**src/rtl/core/ctss_pkg.sv**
```systemverilog
// Package for the clock/temperature seven-segment scanner.
// Constants, digit codes and the active-low segment decoder; no dependencies.
package ctss_pkg;

    localparam int DIGIT_COUNT = 8;
    localparam int IDX_W       = $clog2(DIGIT_COUNT);

    localparam logic [9:0]  SIGN_OFFSET = 10'd512;
    localparam logic [15:0] BLINK_RESET = 16'd500;

    // Digit codes beyond the decimal digits
    localparam logic [3:0] CODE_MINUS = 4'd10;
    localparam logic [3:0] CODE_BLANK = 4'd11;

    // Point lights on this digit only
    localparam logic [IDX_W-1:0] POINT_DIGIT = IDX_W'(6);

    // Active-low segment pattern, bit0 = A ... bit6 = G
    function automatic logic [6:0] seg_decode(input logic [3:0] code);
        logic [6:0] seg;
        case (code)
            4'd0:       seg = 7'h40;
            4'd1:       seg = 7'h79;
            4'd2:       seg = 7'h24;
            4'd3:       seg = 7'h30;
            4'd4:       seg = 7'h19;
            4'd5:       seg = 7'h12;
            4'd6:       seg = 7'h02;
            4'd7:       seg = 7'h78;
            4'd8:       seg = 7'h00;
            4'd9:       seg = 7'h18;
            CODE_MINUS: seg = 7'h3F;
            default:    seg = 7'h7F;
        endcase
        return seg;
    endfunction

endpackage

```
**src/rtl/core/clock_temp_seven_segment_scanner_top.sv**
```systemverilog
// Seven-segment scanner for a clock and temperature display.
// Uses ctss_pkg (constants, segment decoder).
//
// Usage:
//   Input channel (in_valid / in_stall): one request is one display refresh
//   carrying hours, minutes, temperature_code, temperature_new and now_ms.
//   Output channel (out_valid / out_stall): each refresh yields eight scan
//   results, digit 0 to digit 7 in order; last_digit marks the eighth.
//   Config channel (cfg_valid / cfg_ready): writes blink_interval_ms; it is
//   always ready and must only be written while the block is idle.
// Sequence:
//   On acceptance the colon check runs and a shared subtract-and-compare
//   unit splits hours, minutes and (on a new temperature) the magnitude
//   into decimal digits, one subtraction per cycle until the remainder
//   is below the divisor. The eight results then leave one per cycle
//   while out_stall is low; in_stall stays high throughout the refresh.
// Reset:
//   Clears the sequencer, stored temperature digits, colon level and last
//   toggle time, and sets the blink interval to 500 ms.
// Stall:
//   A stalled result holds its value; the scan waits on the same digit.
module clock_temp_seven_segment_scanner_top (
    input  logic        clk,
    input  logic        rst_n,
    // refresh request channel
    input  logic        in_valid,
    output logic        in_stall,
    input  logic [4:0]  hours,
    input  logic [5:0]  minutes,
    input  logic [9:0]  temperature_code,
    input  logic        temperature_new,
    input  logic [31:0] now_ms,
    // scan result channel
    output logic        out_valid,
    input  logic        out_stall,
    output logic [7:0]  digit_enables,
    output logic [6:0]  segments_n,
    output logic        point_n,
    output logic        colon_level,
    output logic        last_digit,
    // configuration channel
    input  logic        cfg_valid,
    output logic        cfg_ready,
    input  logic [15:0] blink_interval_ms
);

    localparam int IDX_W = ctss_pkg::IDX_W;

    // Sequencer states
    localparam logic [1:0] ST_IDLE = 2'd0;
    localparam logic [1:0] ST_CONV = 2'd1;
    localparam logic [1:0] ST_EMIT = 2'd2;

    // Conversion phases
    localparam logic [1:0] PH_HRS  = 2'd0;
    localparam logic [1:0] PH_MIN  = 2'd1;
    localparam logic [1:0] PH_THUN = 2'd2;
    localparam logic [1:0] PH_TTEN = 2'd3;

    localparam logic [9:0] DIV_HUNDRED = 10'd100;
    localparam logic [9:0] DIV_TEN     = 10'd10;

    // Control state
    logic [1:0]       state_reg, state_next;
    logic [1:0]       phase_reg, phase_next;
    logic [IDX_W-1:0] idx_reg, idx_next;
    logic [15:0]      blink_reg, blink_next;
    logic [31:0]      toggle_time_reg, toggle_time_next;
    logic             colon_reg, colon_next;
    logic [3:0]       thun_reg, thun_next;
    logic [3:0]       tten_reg, tten_next;
    logic [3:0]       tunit_reg, tunit_next;

    // Working registers
    logic [9:0]       work_reg, work_next;
    logic [3:0]       quot_reg, quot_next;
    logic [5:0]       min_reg, min_next;
    logic [9:0]       tmag_reg, tmag_next;
    logic             fresh_reg, fresh_next;
    logic             minus_reg, minus_next;
    logic [3:0]       htens_reg, htens_next;
    logic [3:0]       hunit_reg, hunit_next;
    logic [3:0]       mtens_reg, mtens_next;
    logic [3:0]       munit_reg, munit_next;

    logic             in_acc;
    logic             out_acc;
    logic             code_gt;
    logic [31:0]      elapsed;
    logic [9:0]       divisor;
    logic             can_sub;
    logic [3:0]       shown;

    assign in_stall  = (state_reg != ST_IDLE);
    assign in_acc    = in_valid && !in_stall;
    assign out_valid = (state_reg == ST_EMIT);
    assign out_acc   = out_valid && !out_stall;
    assign cfg_ready = 1'b1;

    assign code_gt = (temperature_code > ctss_pkg::SIGN_OFFSET);
    assign elapsed = now_ms - toggle_time_reg;

    // Shared subtract-and-compare unit
    assign divisor = (phase_reg == PH_THUN) ? DIV_HUNDRED : DIV_TEN;
    assign can_sub = (work_reg >= divisor);

    // Sequencer and datapath next values
    always_comb
    begin
        state_next       = state_reg;
        phase_next       = phase_reg;
        idx_next         = idx_reg;
        blink_next       = blink_reg;
        toggle_time_next = toggle_time_reg;
        colon_next       = colon_reg;
        thun_next        = thun_reg;
        tten_next        = tten_reg;
        tunit_next       = tunit_reg;
        work_next        = work_reg;
        quot_next        = quot_reg;
        min_next         = min_reg;
        tmag_next        = tmag_reg;
        fresh_next       = fresh_reg;
        minus_next       = minus_reg;
        htens_next       = htens_reg;
        hunit_next       = hunit_reg;
        mtens_next       = mtens_reg;
        munit_next       = munit_reg;

        if (cfg_valid && cfg_ready)
        begin
            blink_next = blink_interval_ms;
        end

        case (state_reg)
            ST_IDLE:
            begin
                if (in_acc)
                begin
                    // Latch the request, fold the sign, check the colon
                    work_next  = {5'd0, hours};
                    quot_next  = 4'd0;
                    min_next   = minutes;
                    fresh_next = temperature_new;
                    minus_next = temperature_new && code_gt;
                    tmag_next  = code_gt ? (temperature_code - ctss_pkg::SIGN_OFFSET)
                                         : temperature_code;
                    if (elapsed > {16'd0, blink_reg})
                    begin
                        toggle_time_next = now_ms;
                        colon_next       = !colon_reg;
                    end
                    phase_next = PH_HRS;
                    state_next = ST_CONV;
                end
            end
            ST_CONV:
            begin
                if (can_sub)
                begin
                    // Subtract once more and count the quotient
                    work_next = work_reg - divisor;
                    quot_next = quot_reg + 4'd1;
                end
                else
                begin
                    // Phase done: drop quotient and remainder into place
                    quot_next = 4'd0;
                    case (phase_reg)
                        PH_HRS:
                        begin
                            htens_next = quot_reg;
                            hunit_next = work_reg[3:0];
                            work_next  = {4'd0, min_reg};
                            phase_next = PH_MIN;
                        end
                        PH_MIN:
                        begin
                            mtens_next = quot_reg;
                            munit_next = work_reg[3:0];
                            if (fresh_reg)
                            begin
                                work_next  = tmag_reg;
                                phase_next = PH_THUN;
                            end
                            else
                            begin
                                idx_next   = '0;
                                state_next = ST_EMIT;
                            end
                        end
                        PH_THUN:
                        begin
                            thun_next  = quot_reg;
                            phase_next = PH_TTEN;
                        end
                        default:
                        begin
                            tten_next  = quot_reg;
                            tunit_next = work_reg[3:0];
                            idx_next   = '0;
                            state_next = ST_EMIT;
                        end
                    endcase
                end
            end
            ST_EMIT:
            begin
                // Advance the scan on each taken result
                if (out_acc)
                begin
                    idx_next = idx_reg + 1'b1;
                    if (idx_reg == IDX_W'(ctss_pkg::DIGIT_COUNT - 1))
                    begin
                        state_next = ST_IDLE;
                    end
                end
            end
            default:
            begin
                state_next = ST_IDLE;
            end
        endcase
    end

    // Control registers
    always_ff @(posedge clk or negedge rst_n)
    begin
        if (!rst_n)
        begin
            state_reg       <= ST_IDLE;
            phase_reg       <= PH_HRS;
            idx_reg         <= '0;
            blink_reg       <= ctss_pkg::BLINK_RESET;
            toggle_time_reg <= 32'd0;
            colon_reg       <= 1'b0;
            thun_reg        <= 4'd0;
            tten_reg        <= 4'd0;
            tunit_reg       <= 4'd0;
        end
        else
        begin
            state_reg       <= state_next;
            phase_reg       <= phase_next;
            idx_reg         <= idx_next;
            blink_reg       <= blink_next;
            toggle_time_reg <= toggle_time_next;
            colon_reg       <= colon_next;
            thun_reg        <= thun_next;
            tten_reg        <= tten_next;
            tunit_reg       <= tunit_next;
        end
    end

    // Working registers, no reset needed
    always_ff @(posedge clk)
    begin
        work_reg  <= work_next;
        quot_reg  <= quot_next;
        min_reg   <= min_next;
        tmag_reg  <= tmag_next;
        fresh_reg <= fresh_next;
        minus_reg <= minus_next;
        htens_reg <= htens_next;
        hunit_reg <= hunit_next;
        mtens_reg <= mtens_next;
        munit_reg <= munit_next;
    end

    // Select the digit code for the current scan position
    always_comb
    begin
        case (idx_reg)
            3'd0:    shown = htens_reg;
            3'd1:    shown = hunit_reg;
            3'd2:    shown = mtens_reg;
            3'd3:    shown = munit_reg;
            3'd4:    shown = minus_reg ? ctss_pkg::CODE_MINUS : ctss_pkg::CODE_BLANK;
            3'd5:    shown = thun_reg;
            3'd6:    shown = tten_reg;
            default: shown = tunit_reg;
        endcase
    end

    // Result payload
    assign digit_enables = 8'd1 << idx_reg;
    assign segments_n    = ctss_pkg::seg_decode(shown);
    assign point_n       = (idx_reg != ctss_pkg::POINT_DIGIT);
    assign colon_level   = colon_reg;
    assign last_digit    = (idx_reg == IDX_W'(ctss_pkg::DIGIT_COUNT - 1));

endmodule

```
**config.mk**
```make
export PLATFORM = sky130hd
export DESIGN_NAME = clock_temp_seven_segment_scanner_top
export DESIGN_NICKNAME = d
export VERILOG_FILES = /design/src/rtl/core/ctss_pkg.sv /design/src/rtl/core/clock_temp_seven_segment_scanner_top.sv
export SDC_FILE = /design/constraint.sdc
export NUM_CORES = 1
export LEC_CHECK = 0
export BUFFER_PORTS_ARGS = -buffer_cell sky130_fd_sc_hd__buf_4
export CAP_MARGIN = 20
export CORE_ASPECT_RATIO = 0.7
export CORE_MARGIN = 4
export CORE_UTILIZATION = 60
export CTS_CLUSTER_DIAMETER = 40
export CTS_CLUSTER_SIZE = 25
export DETAILED_ROUTE_END_ITERATION = 16
export GPL_ROUTABILITY_DRIVEN = 0
export PLACE_DENSITY = 0.89
export SETUP_SLACK_MARGIN = 0.5
export SLEW_MARGIN = 0
export SYNTH_ARGS = -nofsm -noshare
export SYNTH_HDL_FRONTEND = slang
export SYNTH_SLANG_ARGS = --single-unit
```
**constraint.sdc**
```tcl
create_clock -name clk -period 5.27 [get_ports clk]
set_input_delay 0.527 -clock clk [delete_from_list [all_inputs] [get_ports clk]]
set_output_delay 0.527 -clock clk [all_outputs]
set_load 0.01 [all_outputs]
```
==> flow_metrics.py <==
metrics = {
    "status": {
        "status": "finished, final reports clean",
    },
    "synthesis": {
        "synth-async-reset-ratio_pct": 58.6,
        "synth_area_leaders": "dfrtp_1, edfxtp_1, ha_1, mux2_4, mux2_2",
        "ys_types": 84,
        "synth_warnings": 0,
        "netlist.area_leader.share_pct": 19.4,
        "synthTopCellsByCount": "inv_1, nand2_1, ha_1",
        "synth_top_area_cell": "dfrtp_1",
        "synthMostInstantiatedCell": "inv_1",
        "synthFlopType": "dfrtp_1",
        "synth_seq_cells": 116,
        "syn-num-nets": 924,
        "yosysSeqAreaShare_pct": 39.4,
        "syn_area_mm2": 0.00799,
        "synth_cells": 779,
        "synth_edf_count": 48,
        "syn_area_per_cell_um2": 10.3,
    },
    "global_route": {
        "grt_antenna_before_repair": 0,
        "grt_first_pass_wirelength_um": 31600,
        "grt_max_degree": 69,
        "grt_usage_pct": 25.6,
        "overflow": 0,
        "first_global_vias": 6095,
    },
    "sta": {
        "tns_ns": 0,
        "skew_ns": 0.0105,
        "whs_ns": 0.239,
        "slew_viol_final": 0,
        "fmax_ghz": 0.224,
        "tightest_slew_ns": 1.07,
        "finalCritPeriodShare_pct": 84.7,
        "timing.final.ws_setup_ns": 0.804,
        "final.min_clock_period_ns": 4.47,
        "relSlewSlack_pct": 28.9,
        "final_hold_viol_count": 0,
        "finalSetupViolCount": 0,
        "rsz0062_at_grt": "false",
    },
    "finish": {
        "nets": 1009,
        "drive_above_1_share_pct": 24.2,
        "largest_register_ffs": 32,
        "nFillCells": 883,
        "diodes": 0,
        "fin_cells": 1039,
        "area_growth_pct": 16.2,
    },
    "clocking": {
        "cts_hold_buf": 0,
        "numCtsBuffers": 17,
        "clockBufferDepth": 2,
        "post-cts-setup-buffers": 0,
        "clockRootBuffer": "clkbuf_16",
        "cts_tree": "yes",
        "clkTransAtPathRegs_ns": 0.06,
        "clk_latency_ns": 0.41,
        "h-tree-depth": 4,
        "cts_sinks": 116,
    },
    "critical_path": {
        "reg2regPathDepth": 19,
        "required_ns": 5.57,
        "worstSetupEndpointType": "flip-flop",
        "worstSetupPathType": "reg -> reg",
        "r2r_start": "toggle_time_reg[3]",
        "crit_fanout": 17,
        "critPathLaunchType": "flip-flop",
        "r2r_slack_ns": 0.80,
        "arrival_ns": 4.77,
        "r2r_end": "toggle_time_reg[26]",
    },
    "floorplanning": {
        "fp.dieH_um": 105,
        "core_area_mm2": 0.0127,
        "dieArea_mm2": 0.0153,
        "num_io_pins": 96,
        "rows": 34,
        "start_util_pct": 62.8,
        "die_x_um": 146,
    },
    "detailed_routing": {
        "vias": 6472,
        "first_pass_iters": 7,
        "wl_um": 19500,
        "viasPerCell": 6.23,
        "wl_per_cell_um": 18.8,
        "drc": 0,
        "drt_first_iter_violations": 754,
        "antenna_left": 0,
    },
    "pwr": {
        "p_leak_nw": 4.20,
        "ir_drop_mv": 0.315,
        "powerDensity_mw_per_mm2": 646,
    },
    "min_path": {
        "min_path_type": "in -> async",
    },
    "flow_run": {
        "max-cap-violations": 0,
    },
    "place": {
        "post-place-cells": 1007,
        "portBuffers": 94,
        "hpwl_um": 14200,
        "dpl_worst_slack_ns": 0.507,
    },
}
-- metal layers --
metal  vias to the layer above  part of all wire (%)  GRT usage (%)
met3                        47                   9.3           5.97
met4                         0                   1.6           6.84
li1                       2990                     -              -
met2                       362                    43           36.7
met5                         -                     0              0
met1                      3073                    46           38.9
-- cell usage in the layout, fill, tap and decap left out, types with 5 or more instances in the layout --
| cell | n |
|---|---|
| a21oi_1 | 40 |
| o211ai_1 | 6 |
| o21a_1 | 11 |
| nand3_1 | 12 |
| ha_1 | 68 |
| nor3_1 | 8 |
| xor2_1 | 11 |
| a31oi_1 | 8 |
| mux2i_1 | 13 |
| buf_4 | 97 |
| o21ai_1 | 6 |
| nand2b_1 | 16 |
| mux2_4 | 29 |
| nand4_1 | 10 |
| a211oi_1 | 5 |
| o21ai_0 | 41 |
| dfrtp_1 | 62 |
| and3_1 | 8 |
| nor2_1 | 36 |
| a21o_1 | 10 |
| clkbuf_16 | 17 |
| nor2b_1 | 11 |
| and4_1 | 6 |
| dfstp_2 | 6 |
| nand2_1 | 70 |
| and2_1 | 7 |
| xnor2_1 | 18 |
| a22oi_1 | 5 |
| inv_1 | 72 |
| mux2_2 | 26 |
| edfxtp_1 | 48 |
-- final cells by class --
cell class / count / area, um2 / area share [%]
Clock buffer: 18 / 429 / 4.62
Clock inverter: 14 / 138 / 1.48
Inverter: 72 / 270 / 2.91
Multi-Input combinational cell: 560 / 4370 / 47.1
Sequential cell: 116 / 3150 / 33.9
Tap cell: 162 / 203 / 2.18
Timing Repair Buffer: 97 / 728 / 7.84
-- worst max-delay path, cell delays in order (launching register included) --
cell and delay [ns]:
dfrtp_1 0.37, inv_1 0.05, ha_1 0.34, a21o_1 0.21
a21oi_1 0.32, a21oi_2 0.13, a211oi_4 0.33, o21ai_0 0.17
xor2_1 0.16, ha_1 0.30, and4_1 0.22, nand3_1 0.13
a211o_1 0.24, nand3_1 0.08, o31ai_1 0.09, o2111a_1 0.15
and4_4 0.18, a31oi_4 0.17, buf_4 0.34, mux2_2 0.38
-- how the worst max path moves through the flow --
stage                       start             endpoint  slack (ns)  cells after the start
4_1_cts        toggle_time_reg[3]  toggle_time_reg[27]        0.75                     19
3_3_place_gp            now_ms[3]  toggle_time_reg[26]        0.68                     19
2_1_floorplan           now_ms[3]   toggle_time_reg[0]        1.04                     18
5_1_grt        toggle_time_reg[3]  toggle_time_reg[27]        0.56                     19
6_report       toggle_time_reg[3]  toggle_time_reg[26]        0.80                     19
3_5_place_dp            now_ms[3]  toggle_time_reg[26]        0.51                     19
-- through the flow --
stage / utilization, % / instance area (um2) / power, mW
floorplan: - / 7990 / 3.94
finish: 73.1 / 9290 / 6.01
global placement: 68.5 / 8720 / 4.62
global route: 73.1 / 9290 / 6.42
CTS: 73.0 / 9290 / 5.94
detailed placement: 68.5 / 8720 / 4.76
-- power by group --
| group | switching (mW) | internal [mW] |
|---|---|---|
| Clock | 0.434 | 0.691 |
| Combinational | 1.88 | 1.48 |
| Sequential | 0.206 | 1.31 |
-- logic make-up (layout without fill, tap and decap cells) --
family	Yosys count	in the layout	share of synthesized area, %
simple gates	207	207	13.5
fa+ha+maj	70	70	11.1
mux	68	68	10.7
buf+inv	103	201	5.96
other cells	1	1	0.0469
flops	116	116	39.4
compound gates	185	185	16.0
xor+xnor	29	29	3.18
-- repair_timing --
item                                   in CTS  in global routing
gates resized for setup                     0                  1
setup endpoints to repair                   0                 10
endpoints found under the hold margin       0                  0
No activity file was read; power rests on OpenSTA's default activity.
